`src/rtl/mgc_pkg.sv`:
```
// Shared types, codes and the near_pos helper function of the mouse gesture classifier.
// Depends on nothing; every other file imports it.
package mgc_pkg;

    localparam int MAX_BUTTONS = 8;
    localparam int MAX_RESULTS = 6;
    localparam logic [2:0] NO_BUTTON = 3'd5;

    localparam logic [2:0] K_MOVE   = 3'd1;
    localparam logic [2:0] K_VWHEEL = 3'd2;
    localparam logic [2:0] K_HWHEEL = 3'd3;
    localparam logic [2:0] K_DOWN   = 3'd4;
    localparam logic [2:0] K_UP     = 3'd5;

    localparam logic [2:0] G_PRESS   = 3'd0;
    localparam logic [2:0] G_RELEASE = 3'd1;
    localparam logic [2:0] G_CLICK   = 3'd2;
    localparam logic [2:0] G_DOUBLE  = 3'd3;
    localparam logic [2:0] G_LONG    = 3'd4;
    localparam logic [2:0] G_MOVE    = 3'd5;
    localparam logic [2:0] G_SCROLL  = 3'd6;

    localparam logic [1:0] REG_CLICK_HOLD = 2'd0;
    localparam logic [1:0] REG_LONG_PRESS = 2'd1;
    localparam logic [1:0] REG_DBL_WINDOW = 2'd2;
    localparam logic [1:0] REG_MOVE_TOL   = 2'd3;

    typedef struct packed {
        logic [8:0] click_hold_limit;
        logic [8:0] long_press_time;
        logic [8:0] double_click_window;
        logic [7:0] move_tolerance;
    } cfg_t;

    typedef struct packed {
        logic [2:0]             g0;
        logic [2:0]             b0;
        logic                   has_release;
        logic [MAX_BUTTONS-1:0] long_mask;
        logic [15:0]            x;
        logic [15:0]            y;
        logic [15:0]            delta;
        logic                   horiz;
        logic [31:0]            t;
    } job_t;

    function automatic logic near_pos(input logic [15:0] ax, input logic [15:0] ay,
                                      input logic [15:0] bx, input logic [15:0] by,
                                      input logic [9:0] tol);
        logic signed [16:0] dx;
        logic signed [16:0] dy;
        logic [16:0] adx;
        logic [16:0] ady;
        dx = 17'($signed(ax)) - 17'($signed(bx));
        dy = 17'($signed(ay)) - 17'($signed(by));
        adx = dx[16] ? 17'(-dx) : 17'(dx);
        ady = dy[16] ? 17'(-dy) : 17'(dy);
        return (adx <= {7'd0, tol}) && (ady <= {7'd0, tol});
    endfunction

endpackage

```
`src/rtl/mgc_front.sv`:
```
// Front end: accepts raw pointer beats, keeps per-button records and builds one job each.
// Depends on mgc_pkg.
module mgc_front import mgc_pkg::*; #(
    parameter int NUM_BUTTONS = 5
) (
    input  logic        aclk,
    input  logic        aresetn,
    input  cfg_t        cfg,
    input  logic        in_valid,
    input  logic [2:0]  kind,
    input  logic [2:0]  btn,
    input  logic [15:0] x,
    input  logic [15:0] y,
    input  logic [15:0] d,
    input  logic [31:0] t,
    input  logic        q_full,
    output logic        in_ready,
    output logic        push,
    output job_t        job
);

    logic [NUM_BUTTONS-1:0] held_reg, held_next, lf_reg, lf_next, lcv_reg, lcv_next;
    logic [31:0] pt_reg  [NUM_BUTTONS];
    logic [31:0] pt_next [NUM_BUTTONS];
    logic [15:0] px_reg  [NUM_BUTTONS];
    logic [15:0] px_next [NUM_BUTTONS];
    logic [15:0] py_reg  [NUM_BUTTONS];
    logic [15:0] py_next [NUM_BUTTONS];
    logic [31:0] lct_reg [NUM_BUTTONS];
    logic [31:0] lct_next[NUM_BUTTONS];
    logic [15:0] lcx_reg [NUM_BUTTONS];
    logic [15:0] lcx_next[NUM_BUTTONS];
    logic [15:0] lcy_reg [NUM_BUTTONS];
    logic [15:0] lcy_next[NUM_BUTTONS];

    logic        accept, ev_ok;
    logic [NUM_BUTTONS-1:0] hit;
    logic [31:0] sel_pt, sel_lct, elapsed, since;
    logic [15:0] sel_px, sel_py, sel_lcx, sel_lcy;
    logic        sel_held, sel_lf, sel_lcv, is_click, is_double;
    logic [2:0]  budget, cnt;
    logic [MAX_BUTTONS-1:0] mask;

    assign in_ready = !q_full;
    assign accept   = in_valid && in_ready;
    assign push     = accept && ev_ok;

    always_comb begin
        ev_ok = 1'b0;
        case (kind)
            K_MOVE, K_VWHEEL, K_HWHEEL: ev_ok = 1'b1;
            K_DOWN, K_UP: ev_ok = ({29'd0, btn} < NUM_BUTTONS);
            default: ev_ok = 1'b0;
        endcase
    end

    always_comb begin
        sel_pt = '0; sel_lct = '0; sel_px = '0; sel_py = '0; sel_lcx = '0; sel_lcy = '0;
        sel_held = 1'b0; sel_lf = 1'b0; sel_lcv = 1'b0;
        for (int i = 0; i < NUM_BUTTONS; i++) begin
            hit[i] = (btn == 3'(i));
            if (hit[i]) begin
                sel_pt = pt_reg[i]; sel_lct = lct_reg[i];
                sel_px = px_reg[i]; sel_py = py_reg[i];
                sel_lcx = lcx_reg[i]; sel_lcy = lcy_reg[i];
                sel_held = held_reg[i]; sel_lf = lf_reg[i]; sel_lcv = lcv_reg[i];
            end
        end
        elapsed = t - sel_pt;
        since   = t - sel_lct;
        is_click = sel_held && !sel_lf && (elapsed < {23'd0, cfg.click_hold_limit})
                   && near_pos(x, y, sel_px, sel_py, {2'd0, cfg.move_tolerance});
        is_double = is_click && sel_lcv && (since < {23'd0, cfg.double_click_window})
                    && near_pos(x, y, sel_lcx, sel_lcy, {cfg.move_tolerance, 2'd0});
    end

    always_comb begin
        held_next = held_reg; lf_next = lf_reg; lcv_next = lcv_reg;
        pt_next = pt_reg; px_next = px_reg; py_next = py_reg;
        lct_next = lct_reg; lcx_next = lcx_reg; lcy_next = lcy_reg;
        job = '0;
        job.x = x; job.y = y; job.t = t;
        job.b0 = btn;
        budget = 3'(MAX_RESULTS - 1);
        case (kind)
            K_MOVE: begin
                job.g0 = G_MOVE; job.b0 = NO_BUTTON;
                for (int i = 0; i < NUM_BUTTONS; i++) begin
                    if (held_reg[i] && !lf_reg[i] &&
                        !near_pos(x, y, px_reg[i], py_reg[i], {2'd0, cfg.move_tolerance})) begin
                        held_next[i] = 1'b0;
                        lf_next[i] = 1'b0;
                    end
                end
            end
            K_VWHEEL, K_HWHEEL: begin
                job.g0 = G_SCROLL; job.b0 = NO_BUTTON;
                job.delta = d;
                job.horiz = (kind == K_HWHEEL);
            end
            K_DOWN: begin
                job.g0 = G_PRESS;
                for (int i = 0; i < NUM_BUTTONS; i++) begin
                    if (hit[i]) begin
                        held_next[i] = 1'b1; lf_next[i] = 1'b0;
                        pt_next[i] = t; px_next[i] = x; py_next[i] = y;
                    end
                end
            end
            K_UP: begin
                if (is_click) begin
                    job.g0 = is_double ? G_DOUBLE : G_CLICK;
                    job.has_release = 1'b1;
                    budget = 3'(MAX_RESULTS - 2);
                end else begin
                    job.g0 = G_RELEASE;
                end
                for (int i = 0; i < NUM_BUTTONS; i++) begin
                    if (hit[i]) begin
                        held_next[i] = 1'b0; lf_next[i] = 1'b0;
                        if (is_double) begin
                            lcv_next[i] = 1'b0; lct_next[i] = '0;
                        end else if (is_click) begin
                            lcv_next[i] = 1'b1; lct_next[i] = t;
                            lcx_next[i] = x; lcy_next[i] = y;
                        end
                    end
                end
            end
            default: job.g0 = G_MOVE;
        endcase
        cnt = '0;
        mask = '0;
        for (int i = 0; i < NUM_BUTTONS; i++) begin
            if (held_next[i] && !lf_next[i] && (cnt < budget) &&
                ((t - pt_next[i]) >= {23'd0, cfg.long_press_time})) begin
                mask[i] = 1'b1;
                lf_next[i] = 1'b1;
                cnt = cnt + 3'd1;
            end
        end
        job.long_mask = mask;
    end

    always_ff @(posedge aclk) begin
        if (!aresetn) begin
            held_reg <= '0;
            lf_reg   <= '0;
            lcv_reg  <= '0;
        end else if (push) begin
            held_reg <= held_next;
            lf_reg   <= lf_next;
            lcv_reg  <= lcv_next;
        end
    end

    always_ff @(posedge aclk) begin
        if (push) begin
            pt_reg <= pt_next; px_reg <= px_next; py_reg <= py_next;
            lct_reg <= lct_next; lcx_reg <= lcx_next; lcy_reg <= lcy_next;
        end
    end

    a_lf_held: assert property (@(posedge aclk) disable iff (!aresetn)
        (lf_reg & ~held_reg) == '0) else $error("long-press flag set on a released button");
    a_no_push_full: assert property (@(posedge aclk) disable iff (!aresetn)
        q_full |-> !push) else $error("job pushed into a full queue");
    a_press_held: assert property (@(posedge aclk) disable iff (!aresetn)
        (push && kind == K_DOWN) |=> (held_reg != '0)) else $error("press not recorded");

endmodule

```
`src/rtl/mgc_queue.sv`:
```
// Two-entry job queue between the front end and the result sequencer.
// Depends on mgc_pkg.
module mgc_queue import mgc_pkg::*; (
    input  logic aclk,
    input  logic aresetn,
    input  logic push,
    input  job_t push_job,
    input  logic pop,
    output logic full,
    output logic empty,
    output job_t head
);

    job_t       mem [2];
    logic       wp_reg, rp_reg;
    logic [1:0] cnt_reg;

    assign full  = (cnt_reg == 2'd2);
    assign empty = (cnt_reg == 2'd0);
    assign head  = mem[rp_reg];

    always_ff @(posedge aclk) begin
        if (!aresetn) begin
            wp_reg  <= 1'b0;
            rp_reg  <= 1'b0;
            cnt_reg <= '0;
        end else begin
            if (push) wp_reg <= !wp_reg;
            if (pop) rp_reg <= !rp_reg;
            cnt_reg <= cnt_reg + 2'(push) - 2'(pop);
        end
    end

    always_ff @(posedge aclk) begin
        if (push) mem[wp_reg] <= push_job;
    end

endmodule

```
`src/rtl/mgc_back.sv`:
```
// Result sequencer: expands each queued job into result beats, one per cycle unless the output stalls.
// Depends on mgc_pkg.
module mgc_back import mgc_pkg::*; (
    input  logic        aclk,
    input  logic        aresetn,
    input  logic        q_empty,
    input  job_t        q_head,
    output logic        pop,
    output logic        m_tvalid,
    input  logic        m_tready,
    output logic [87:0] m_tdata,
    output logic [3:0]  m_tuser,
    output logic        m_tlast
);

    typedef enum logic [1:0] {PH_PRI, PH_REL, PH_LNG} phase_t;

    phase_t phase_reg, phase_next;
    logic   cur_valid_reg;
    job_t   cur_reg;
    logic [MAX_BUTTONS-1:0] mask_reg, mask_next, low_one;
    logic [2:0] low_idx, g, b;
    logic       emit, fin, load, m_tvalid_reg;
    logic [15:0] dlt;
    logic        hz;

    assign emit = cur_valid_reg && (!m_tvalid_reg || m_tready);
    assign load = (!cur_valid_reg || (emit && fin)) && !q_empty;
    assign pop  = load;
    assign m_tvalid = m_tvalid_reg;

    always_comb begin
        low_idx = '0;
        low_one = '0;
        for (int i = MAX_BUTTONS - 1; i >= 0; i--) begin
            if (mask_reg[i]) begin
                low_idx = 3'(i);
                low_one = MAX_BUTTONS'(1) << i;
            end
        end
    end

    always_comb begin
        g = cur_reg.g0; b = cur_reg.b0; dlt = '0; hz = 1'b0;
        mask_next = mask_reg; phase_next = phase_reg; fin = 1'b0;
        case (phase_reg)
            PH_PRI: begin
                dlt = cur_reg.delta; hz = cur_reg.horiz;
                fin = !cur_reg.has_release && (mask_reg == '0);
                phase_next = cur_reg.has_release ? PH_REL : PH_LNG;
            end
            PH_REL: begin
                g = G_RELEASE;
                fin = (mask_reg == '0);
                phase_next = PH_LNG;
            end
            PH_LNG: begin
                g = G_LONG; b = low_idx;
                mask_next = mask_reg & ~low_one;
                fin = (mask_next == '0);
            end
            default: fin = 1'b1;
        endcase
    end

    always_ff @(posedge aclk) begin
        if (!aresetn) begin
            cur_valid_reg <= 1'b0;
            phase_reg     <= PH_PRI;
            mask_reg      <= '0;
            m_tvalid_reg  <= 1'b0;
        end else begin
            if (load) begin
                cur_valid_reg <= 1'b1;
                cur_reg       <= q_head;
                phase_reg     <= PH_PRI;
                mask_reg      <= q_head.long_mask;
            end else if (emit && fin) begin
                cur_valid_reg <= 1'b0;
            end else if (emit) begin
                phase_reg <= phase_next;
                mask_reg  <= mask_next;
            end
            if (emit) begin
                m_tvalid_reg <= 1'b1;
                m_tdata <= {5'd0, cur_reg.t, dlt, cur_reg.y, cur_reg.x, b};
                m_tuser <= {hz, g};
                m_tlast <= fin;
            end else if (m_tready) begin
                m_tvalid_reg <= 1'b0;
            end
        end
    end

    a_lng_mask: assert property (@(posedge aclk) disable iff (!aresetn)
        (cur_valid_reg && phase_reg == PH_LNG) |-> (mask_reg != '0))
        else $error("long-press phase without pending buttons");
    a_pop_ok: assert property (@(posedge aclk) disable iff (!aresetn)
        pop |-> !q_empty) else $error("pop from an empty queue");
    a_emit_valid: assert property (@(posedge aclk) disable iff (!aresetn)
        emit |=> m_tvalid_reg) else $error("emitted result not presented");

endmodule

```
`src/rtl/mouse_gesture_classifier_core.sv`:
```
// Mouse gesture classifier top level: APB register file, front end, job queue, sequencer.
// Depends on mgc_pkg, mgc_front, mgc_queue and mgc_back.
//
// Raw pointer events enter as beats on the s_ channel (kind in s_tuser) and the
// logical gestures leave as beats on the m_ channel, m_tlast marking the final
// gesture caused by one event. Ignored kinds and out-of-range buttons are taken
// and give no beat. The front end takes an event and updates the press and click
// records at once, so events may arrive every cycle while the two-entry job queue
// has room. The sequencer sends one gesture per cycle unless the output stalls;
// an event gives 1 to 6 gestures, the first passing through the job queue, the
// current-job and output registers. When the receiver stalls, the output register
// holds, then the sequencer and the queue fill, then s_tready falls. Reset clears
// the button flags and restores the register defaults. Registers sit at byte
// addresses 0, 4, 8 and 12; the user must write them only while idle (unenforced).
module mouse_gesture_classifier_core import mgc_pkg::*; #(
    parameter int NUM_BUTTONS = 5
) (
    input  logic        aclk,
    input  logic        aresetn,
    input  logic        s_tvalid,
    output logic        s_tready,
    // button[2:0], pos_x[18:3], pos_y[34:19], wheel_delta[50:35], time_ms[82:51]
    input  logic [87:0] s_tdata,
    // event_kind[2:0]
    input  logic [2:0]  s_tuser,
    output logic        m_tvalid,
    input  logic        m_tready,
    // which_button[2:0], out_x[18:3], out_y[34:19], out_delta[50:35], out_time[82:51]
    output logic [87:0] m_tdata,
    // gesture[2:0], is_horizontal[3]
    output logic [3:0]  m_tuser,
    output logic        m_tlast,
    input  logic        psel,
    input  logic        penable,
    input  logic        pwrite,
    input  logic [3:0]  paddr,
    input  logic [31:0] pwdata,
    output logic [31:0] prdata,
    output logic        pready
);

    cfg_t cfg_reg;
    logic push, pop, q_full, q_empty;
    job_t job, head;

    assign pready = 1'b1;

    always_ff @(posedge aclk) begin
        if (!aresetn) begin
            cfg_reg.click_hold_limit    <= 9'd500;
            cfg_reg.long_press_time     <= 9'd500;
            cfg_reg.double_click_window <= 9'd500;
            cfg_reg.move_tolerance      <= 8'd4;
        end else if (psel && penable && pwrite && pready) begin
            case (paddr[3:2])
                REG_CLICK_HOLD: cfg_reg.click_hold_limit    <= pwdata[8:0];
                REG_LONG_PRESS: cfg_reg.long_press_time     <= pwdata[8:0];
                REG_DBL_WINDOW: cfg_reg.double_click_window <= pwdata[8:0];
                REG_MOVE_TOL:   cfg_reg.move_tolerance      <= pwdata[7:0];
                default: ;
            endcase
        end
    end

    always_comb begin
        case (paddr[3:2])
            REG_CLICK_HOLD: prdata = {23'd0, cfg_reg.click_hold_limit};
            REG_LONG_PRESS: prdata = {23'd0, cfg_reg.long_press_time};
            REG_DBL_WINDOW: prdata = {23'd0, cfg_reg.double_click_window};
            REG_MOVE_TOL:   prdata = {24'd0, cfg_reg.move_tolerance};
            default:        prdata = '0;
        endcase
    end

    mgc_front #(.NUM_BUTTONS(NUM_BUTTONS)) u_front (
        .aclk(aclk), .aresetn(aresetn), .cfg(cfg_reg),
        .in_valid(s_tvalid), .kind(s_tuser), .btn(s_tdata[2:0]),
        .x(s_tdata[18:3]), .y(s_tdata[34:19]), .d(s_tdata[50:35]), .t(s_tdata[82:51]),
        .q_full(q_full), .in_ready(s_tready), .push(push), .job(job)
    );

    mgc_queue u_queue (
        .aclk(aclk), .aresetn(aresetn), .push(push), .push_job(job),
        .pop(pop), .full(q_full), .empty(q_empty), .head(head)
    );

    mgc_back u_back (
        .aclk(aclk), .aresetn(aresetn), .q_empty(q_empty), .q_head(head), .pop(pop),
        .m_tvalid(m_tvalid), .m_tready(m_tready), .m_tdata(m_tdata),
        .m_tuser(m_tuser), .m_tlast(m_tlast)
    );

endmodule

```
`config.mk`:
```
export PLATFORM = sky130hd
export DESIGN_NAME = mouse_gesture_classifier_core
export DESIGN_NICKNAME = d
export VERILOG_FILES = /design/src/rtl/mgc_pkg.sv /design/src/rtl/mgc_front.sv /design/src/rtl/mgc_queue.sv /design/src/rtl/mgc_back.sv /design/src/rtl/mouse_gesture_classifier_core.sv
export SDC_FILE = /design/constraint.sdc
export NUM_CORES = 2
export LEC_CHECK = 0
export ABC_CLOCK_PERIOD_IN_PS = 12400
export BUFFER_PORTS_ARGS = -buffer_cell sky130_fd_sc_hd__buf_2
export CAP_MARGIN = 20
export CELL_PAD_IN_SITES_DETAIL_PLACEMENT = 1
export CELL_PAD_IN_SITES_GLOBAL_PLACEMENT = 1
export CORE_ASPECT_RATIO = 1.25
export CORE_MARGIN = 4
export CORE_UTILIZATION = 30
export CTS_CLUSTER_DIAMETER = 120
export DETAILED_ROUTE_END_ITERATION = 10
export GPL_TIMING_DRIVEN = 1
export PLACE_DENSITY_LB_ADDON = 0.1
export SYNTH_ARGS = -nofsm -noshare
export SYNTH_HDL_FRONTEND = slang
export SYNTH_SLANG_ARGS = --single-unit
```
`constraint.sdc`:
```
create_clock -name aclk -period 12.4 [get_ports aclk]
set_input_delay 0.62 -clock aclk [delete_from_list [all_inputs] [get_ports aclk]]
set_output_delay 0.62 -clock aclk [all_outputs]
set_load 0.05 [all_outputs]
```
Yosys cells after proc, flatten, opt, wreduce, memory -nomap -nowiden
Memory sizes are Yosys's and may differ from the RTL's. A register that Yosys moved wholly into a read port is not among the register bits.
Cells that the tools add are included.
{ "word_totals": {"latchBits": 0, "rom_bits": 0, "ff_bits": 882, "ramBits": 186, "input_bits": 134, "wordCells": 413, "memories": 1, "out_inout_bits": 128} }
{ "memory_table": {"columns": ["name", "words", "width", "rd", "rd_clocked_by_memory_dff", "write_ports", "line", "rtl"], "rows": [
  ["u_queue.mem", 2, 93, 1, 1, 1, "mgc_queue.sv:14", "job_t mem [2];"]
]} }
{ "op_classes": {"n_reduce_logical": 110, "shifts": 0, "add_sub_neg": 40, "n_lt_le_gt_ge": 27, "bitwise_logic": 5, "div": 0, "n_eq_ne": 16, "mul": 0, "n_mux": 153} }
{ "ops": {"columns": ["cell", "count"], "rows": [
  ["32-bit 2-to-1 mux", 16],
  ["16-bit 2-to-1 mux", 20],
  ["17-bit 2-to-1 mux", 15],
  ["17-bit negator", 14],
  ["16-bit by 16-bit subtractor with 17-bit output", 14],
  ["32-bit subtractor", 7],
  ["17-bit by 8-bit <= comparator with 1-bit output", 12],
  ["32-bit by 9-bit >= comparator with 1-bit output", 5],
  ["160-bit 2-to-1 mux", 1],
  ["32-bit case mux with 4 select lines", 1],
  ["8-bit 2-to-1 mux", 12],
  ["1-bit 2-to-1 mux", 65],
  ["32-bit by 9-bit < comparator with 1-bit output", 2],
  ["1-bit logical AND", 46],
  ["3-bit 2-to-1 mux", 15],
  ["17-bit by 10-bit <= comparator with 1-bit output", 2],
  ["5-bit AND reduction", 5],
  ["1-bit zero test", 23],
  ["3-bit AND reduction", 7],
  ["4-bit AND reduction", 5],
  ["8-bit zero test", 2],
  ["5-bit case mux with 3 select lines", 1],
  ["3-bit by 2-bit equality test with 1-bit output, second input constant", 4],
  ["2-bit AND reduction", 6],
  ["other kinds (29)", 51]
]} }

Longest topological paths before layout
{ "logic_depth": {"ltp_word": 34, "depth_mapped": 37, "ltp_nobuf": 36} }

Modules after synthesis
A second synthesis with hierarchy kept.
{ "unflattened": {"cells_unflattened": 7157, "area_unflattened_um2": 76125.5} }
{ "modules_own_cells": {"columns": ["module", "cells_per_inst", "seq_area_each_um2", "area_per_inst_um2", "instances"], "rows": [
  ["mgc_front", 6346, 19518.7, 60579.4, 1],
  ["mgc_queue", 320, 5865.6, 7353.3, 1],
  ["mgc_back", 309, 5525.3, 6358.6, 1],
  ["mouse_gesture_classifier_core", 182, 700.7, 1834.3, 1]
]} }

Worst setup path after synthesis
Ideal clock, no wire load.
{ "synth_path": {"path_kind": "input -> register", "start": "in s_tdata[1]", "end": "reg u_front.lcx_reg[16] (netlist name) (enable)", "t_required_ns": 11.939, "arrival_time_ns": 9.900, "slack_ns": 2.038, "path_stages": 31, "n_path_buf": 8, "setup_time_ns": 0.461, "path_cell_list": "clkbuf_1 clkbuf_1 buf_1 clkbuf_1 clkbuf_1 mux4_2 nor2b_1 a21oi_1 ha_1 clkbuf_1 a21o_1 a221oi_1 a2bb2oi_1 a31oi_1 o21ai_0 clkbuf_1 o31ai_1 xnor2_1 ha_1 a2111oi_0 o211ai_1 o211ai_1 o221ai_1 nor4_1 and4_1 nand4_1 nor4_1 nand4_1 or4_4 buf_6 nor3_1"} }
{ "synth_via": {"elab_chain_cells": 17, "elab_cells_between_ends": 84, "cone_classes": "10 x add/sub; 7 x order compare; 4 x eq/ne; 50 x mux; 1 x bitwise; 12 x reduce/logical"} }
{ "synth_rtl": {"columns": ["item", "line", "rtl"], "rows": [
  ["start, declared", "mouse_gesture_classifier_core.sv:23", "input logic [87:0] s_tdata,"],
  ["3-bit zero test", "mgc_front.sv:61", "hit[i] = (btn == 3'(i));"],
  ["16-bit 2-to-1 mux (5 in a row)", "mgc_front.sv:62", "if (hit[i]) begin"],
  ["16-bit by 16-bit subtractor with 17-bit output (on tied branches)", "mgc_pkg.sv:54, mgc_pkg.sv:55", null],
  ["17-bit negator (on tied branches)", "mgc_pkg.sv:56, mgc_pkg.sv:57", null],
  ["17-bit 2-to-1 mux (on tied branches)", "mgc_pkg.sv:56, mgc_pkg.sv:57", null],
  ["17-bit by 8-bit <= comparator with 1-bit output", "mgc_pkg.sv:58", "return (adx <= {7'd0, tol}) && (ady <= {7'd0, tol});"],
  ["1-bit logical AND", "mgc_pkg.sv:58", null],
  ["1-bit logical AND", "mgc_front.sv:72", "&& near_pos(x, y, sel_px, sel_py, {2'd0, cfg.move_tolerance});"],
  ["1-bit logical AND (2 in a row)", "mgc_front.sv:73", "is_double = is_click && sel_lcv && (since < {23'd0, cfg.double_click_window})"],
  ["1-bit logical AND", "mgc_front.sv:74", "&& near_pos(x, y, sel_lcx, sel_lcy, {cfg.move_tolerance, 2'd0});"],
  ["1-bit inverter (no source line)", null, null],
  ["5-bit AND reduction (no source line) *", null, null],
  ["end signal, assigned", "mgc_front.sv:160", "lct_reg <= lct_next; lcx_reg <= lcx_next; lcy_reg <= lcy_next;"],
  ["end, declared", "mgc_front.sv:31", "logic [15:0] lcx_reg [NUM_BUTTONS];"]
]} }
Mark *: on every way between the ends. The rest lies on a longest branch, timed or not.
A chain may end at the register's enable or synchronous reset.

Final worst setup path
{ "layout_path": {"start": "in s_tdata[1]", "end": "reg u_front.lct_reg[8] (netlist name), data pin"} }
{ "layout_via": {"elab_chain_cells": 15, "elab_cells_between_ends": 79, "cone_classes": "10 x add/sub; 6 x order compare; 4 x eq/ne; 49 x mux; 10 x reduce/logical"} }
{ "layout_rtl": {"columns": ["item", "line", "rtl"], "rows": [
  ["3-bit zero test", "mgc_front.sv:61", null],
  ["16-bit 2-to-1 mux (5 in a row)", "mgc_front.sv:62", null],
  ["16-bit by 16-bit subtractor with 17-bit output (on tied branches)", "mgc_pkg.sv:54, mgc_pkg.sv:55", null],
  ["17-bit negator (on tied branches)", "mgc_pkg.sv:56, mgc_pkg.sv:57", null],
  ["17-bit 2-to-1 mux (on tied branches)", "mgc_pkg.sv:56, mgc_pkg.sv:57", null],
  ["17-bit by 8-bit <= comparator with 1-bit output", "mgc_pkg.sv:58", null],
  ["1-bit logical AND", "mgc_pkg.sv:58", null],
  ["1-bit logical AND", "mgc_front.sv:72", null],
  ["1-bit logical AND (2 in a row)", "mgc_front.sv:73", null],
  ["1-bit logical AND *", "mgc_front.sv:74", null],
  ["end signal, assigned", "mgc_front.sv:160", null],
  ["end, declared", "mgc_front.sv:29", "logic [31:0] lct_reg [NUM_BUTTONS];"]
]} }
Marks and branches as above.

==> results by stage <==
Synthesis:
- The cell area that synthesis handed to floorplanning was 74800 um^2.
- The fraction of registers with async set/reset is 0%.
- The most common flop cell mapped by yosys is sky130_fd_sc_hd__edfxtp_1.
- The synthesized instance count is 7112.
- The count of flip-flops with a built-in enable after synthesis is 1002.
- In this run, synthesis produced a sequential element count of 1069.
- Each instance of the synthesized netlist takes up on average 10.5 um^2.
- For this run, the number of Yosys warnings is 0.
- Counting distinct cell types in the post-synthesis netlist gives 107.
- Sequential elements use 42.0% of the synthesized area.

STA:
- The final cycle utilization of the critical path is 79.2%.
- The actual slew at the worst max-slew pin is 1.16 ns.
- The number of slew-limit violations in the final report is 0.
- The hold violation count in the final report is 0.
- Derived from the worst setup path, the maximum achievable clock frequency is 0.102 GHz.
- Setup violations remaining at the end of the flow were counted as 0.
- The setup total negative slack is 0 ns.
- Setup repair after global routing left no endpoint under its margin.
- The final clock skew is 0.0974 ns.
- The worst pin sits at a relative slew slack of 22.6%.
- The post-layout minimum cycle time is 9.82 ns.
- The smallest setup slack after layout is 2.58 ns.

Floorplanning:
- The floorplan step set the die height to 566 um.
- After floorplanning, the core was divided into 204 placement rows.
- After floorplanning, the core was sized to cover 248000 um^2.
- The floorplan step defined a die boundary enclosing 257000 um^2.
- For this configuration, the core starts out at a cell density of 30.2%.
- The die width is 455 um.
- The number of placed I/O pins is 262.

CTS:
- CTS built an H-tree with a depth of 3.
- The post-CTS setup buffer count is 0.
- The number of clock buffers inserted by TritonCTS is 120.
- The clock tree from TritonCTS is yes.
- The clock slew at the register clock pins of the worst setup and hold paths is 0.06 ns.
- Once the clock tree was built, the resizer swapped 0 gates to a different size.
- The clock passes through at most 3 buffers.
- The clock net in this run drives a total of 1069 sinks.
- CTS placed an instance of sky130_fd_sc_hd__clkbuf_16 at the clock tree root.
- The clock latency on the worst-skew pair is 0.84 ns.
- The count of hold-fix buffers inserted at cts is 0.

Power:
- Power spread over the standard cell area amounts to 134 nW/um^2.
- Summing internal, switching and leakage power gives 11300 uW.
- The peak ir drop on the vdd network is 0.134 mV.
- The leakage power of the design is 0.0318 uW.

Worst setup path:
- The critical path is of the input pin to flop type.
- Counting stages on the worst path, the most repeated cell is sky130_fd_sc_hd__nand4_1.
- The slowest library cell on the worst path is sky130_fd_sc_hd__o2bb2ai_1.
- The type of destination of the critical path is a flop.
- STA classifies the critical path startpoint as an input pin.
- For the worst flop-to-flop path, the logic depth is 28.
- The data arrival time of the critical path is 10.30 ns.
- The largest single stage delay on the critical path is 0.77 ns.
- The critical-path maximum fanout is 51.
- The worst path required time is 12.88 ns.

Global routing:
- Global routing used 22.1% of the available tracks.
- The first global-routing pass estimated 424 mm of wire.
- The number of global-route vias before repair came to 62.1k.
- The largest net degree at the start of global routing is 71.
- For this run the aggregate overflow at the end of global routing stands at 0.
- The initial antenna violation count is 13.

Route:
- The starting DRC count in detailed routing is 3050.
- The routed length per instance is 27.0 um.
- The number of DRC violations after detailed routing is 0.
- The routed design has 291 mm of wire.
- The number of routed nets with antenna violations is 0.
- After detailed routing, the number of vias per cell comes to 5.41.
- The count of vias placed by the detailed router is 58.4k.
- Before antenna repair, the detailed router went through 5 iterations.

Placement:
- Once detailed placement completed, the half-perimeter wirelength came to 224 mm.
- Routability-driven placement finished with a final weighted congestion of 0.880.
- The number of port buffers is 202.
- At the placement stage, the worst setup path has a slack of 1.76 ns.

Final layout:
- From synthesis to final layout, the design area changed by 13.0%.
- Leaving out fill and tap cells, the most frequent cells in the layout are 1002 x sky130_fd_sc_hd__edfxtp_1, 637 x sky130_fd_sc_hd__ha_1, 547 x sky130_fd_sc_hd__inv_1, 518 x sky130_fd_sc_hd__a21oi_1, 430 x sky130_fd_sc_hd__nor2_1.
- In the final design database the tool counted 8179 nets.
- The most frequent standard cell in the layout excluding fill and tap cells is sky130_fd_sc_hd__edfxtp_1.
- The number of flip-flops in the largest register is 186.
- Of the cells placed in the final design, the portion with a size suffix greater than 1 is 13.7%.

Run status:
- The run finished with clean final reports.

Min path:
- Along the worst hold path, the cell count comes to 3.
- The path class of the lowest-slack min-delay path is input pin to flop.

Run:
- The max capacitance violation total is 0.
[worst max-delay path: cells and delay by family]
kind / cells / cell delay, ns
simple gates: 14 / 4.24
compound gates: 11 / 3.58
fa+ha+maj: 3 / 0.79
buf+inv: 2 / 0.70
xor+xnor: 1 / 0.20
[cell families (layout without fill, tap and decap cells)]
kind of cell	after synthesis	after routing	share of synthesized area, %
AO/OA/AOI/OAI	1907	1907	16.7
XOR/XNOR	342	342	4.00
adder cells (fa/ha/maj)	660	660	11.2
buffers and inverters	775	1130	4.11
flip-flops	1069	1069	42.0
multiplexers	442	442	8.52
other	2	34	0.0100
AND/OR/NAND/NOR	1915	1915	13.4
[synthesized netlist by cell type (all sizes together), types with 21 or more instances]
master	count	area [um^2]
and2	84	527
a211o	23	201
mux4	133	3000
o211ai	77	578
dfxtp	67	1340
nand2b	104	651
edfxtp	1002	30100
ha	637	7970
o21a	137	1030
fa	21	420
or3	58	365
nor3b	31	238
nor4	49	313
clkbuf	159	618
a2111oi	36	323
and3	44	277
or2	35	219
mux2	228	2570
or4	26	199
a21boi	22	165
nand3b	30	225
nand4	98	613
buf	64	385
nand3	131	656
xor2	119	1040
o21bai	41	308
mux2i	81	811
a211oi	89	673
a31oi	86	538
o2111ai	35	307
a21oi	523	2640
o31ai	38	285
nor3	144	721
nor2	444	1710
o31a	24	211
xnor2	223	1950
o21ai	376	1890
o22ai	42	263
nor2b	251	1570
nand2	333	1250
inv	549	2060
a21o	121	910
[metal layers]
layer	global-route usage, %	vias up	part of all wire (%)
met2	42.2	805	53
met5	0	-	0
met4	8.95	0	4.7
met1	25.0	29800	39
met3	2.05	364	2.4
li1	-	27500	-
[metrics by stage]
stage                     utilization [%]  hold slack, ns  cells  cell area, um^2
final                                34.1           0.128  10800            84500
after detailed placement             32.4           0.405  10600            80300
after CTS                            34.1          0.0410  10800            84500
after global routing                 34.1          0.0845  10800            84500
after global placement               32.4           0.403  10600            80300
after floorplan                         -           0.400   7139            74900
[cell type report]
class	instances	area (um^2)
flip-flops and latches	1069	31400
fillers	27700	163000
inverters	552	2080
clock buffers	135	3070
repair buffers	349	2170
well taps	3296	4120
diodes	5	12.5
multi-input cells	5295	40500
clock inverters	94	1060
[worst paths after layout]
path,startpoint,slack (ns),endpoint
hold / removal,pwdata[8],0.13,cfg_reg[34]
setup / recovery,s_tdata[1],2.58,u_front.lct_reg[8]
hold reg to reg,u_back.cur_reg[73],0.39,u_back.m_tdata[11]
setup reg to reg,u_front.lcy_reg[18],2.90,u_front.lct_reg[8]
[power by group]
| part | switching, uW | internal (uW) | total [uW] |
|---|---|---|---|
| clock network | 1620 | 2130 | 3750 |
| registers | 109 | 4260 | 4370 |
| logic | 2050 | 1140 | 3200 |
| total | 3780 | 7530 | 11300 |
No activity file was read; power rests on OpenSTA's default activity.
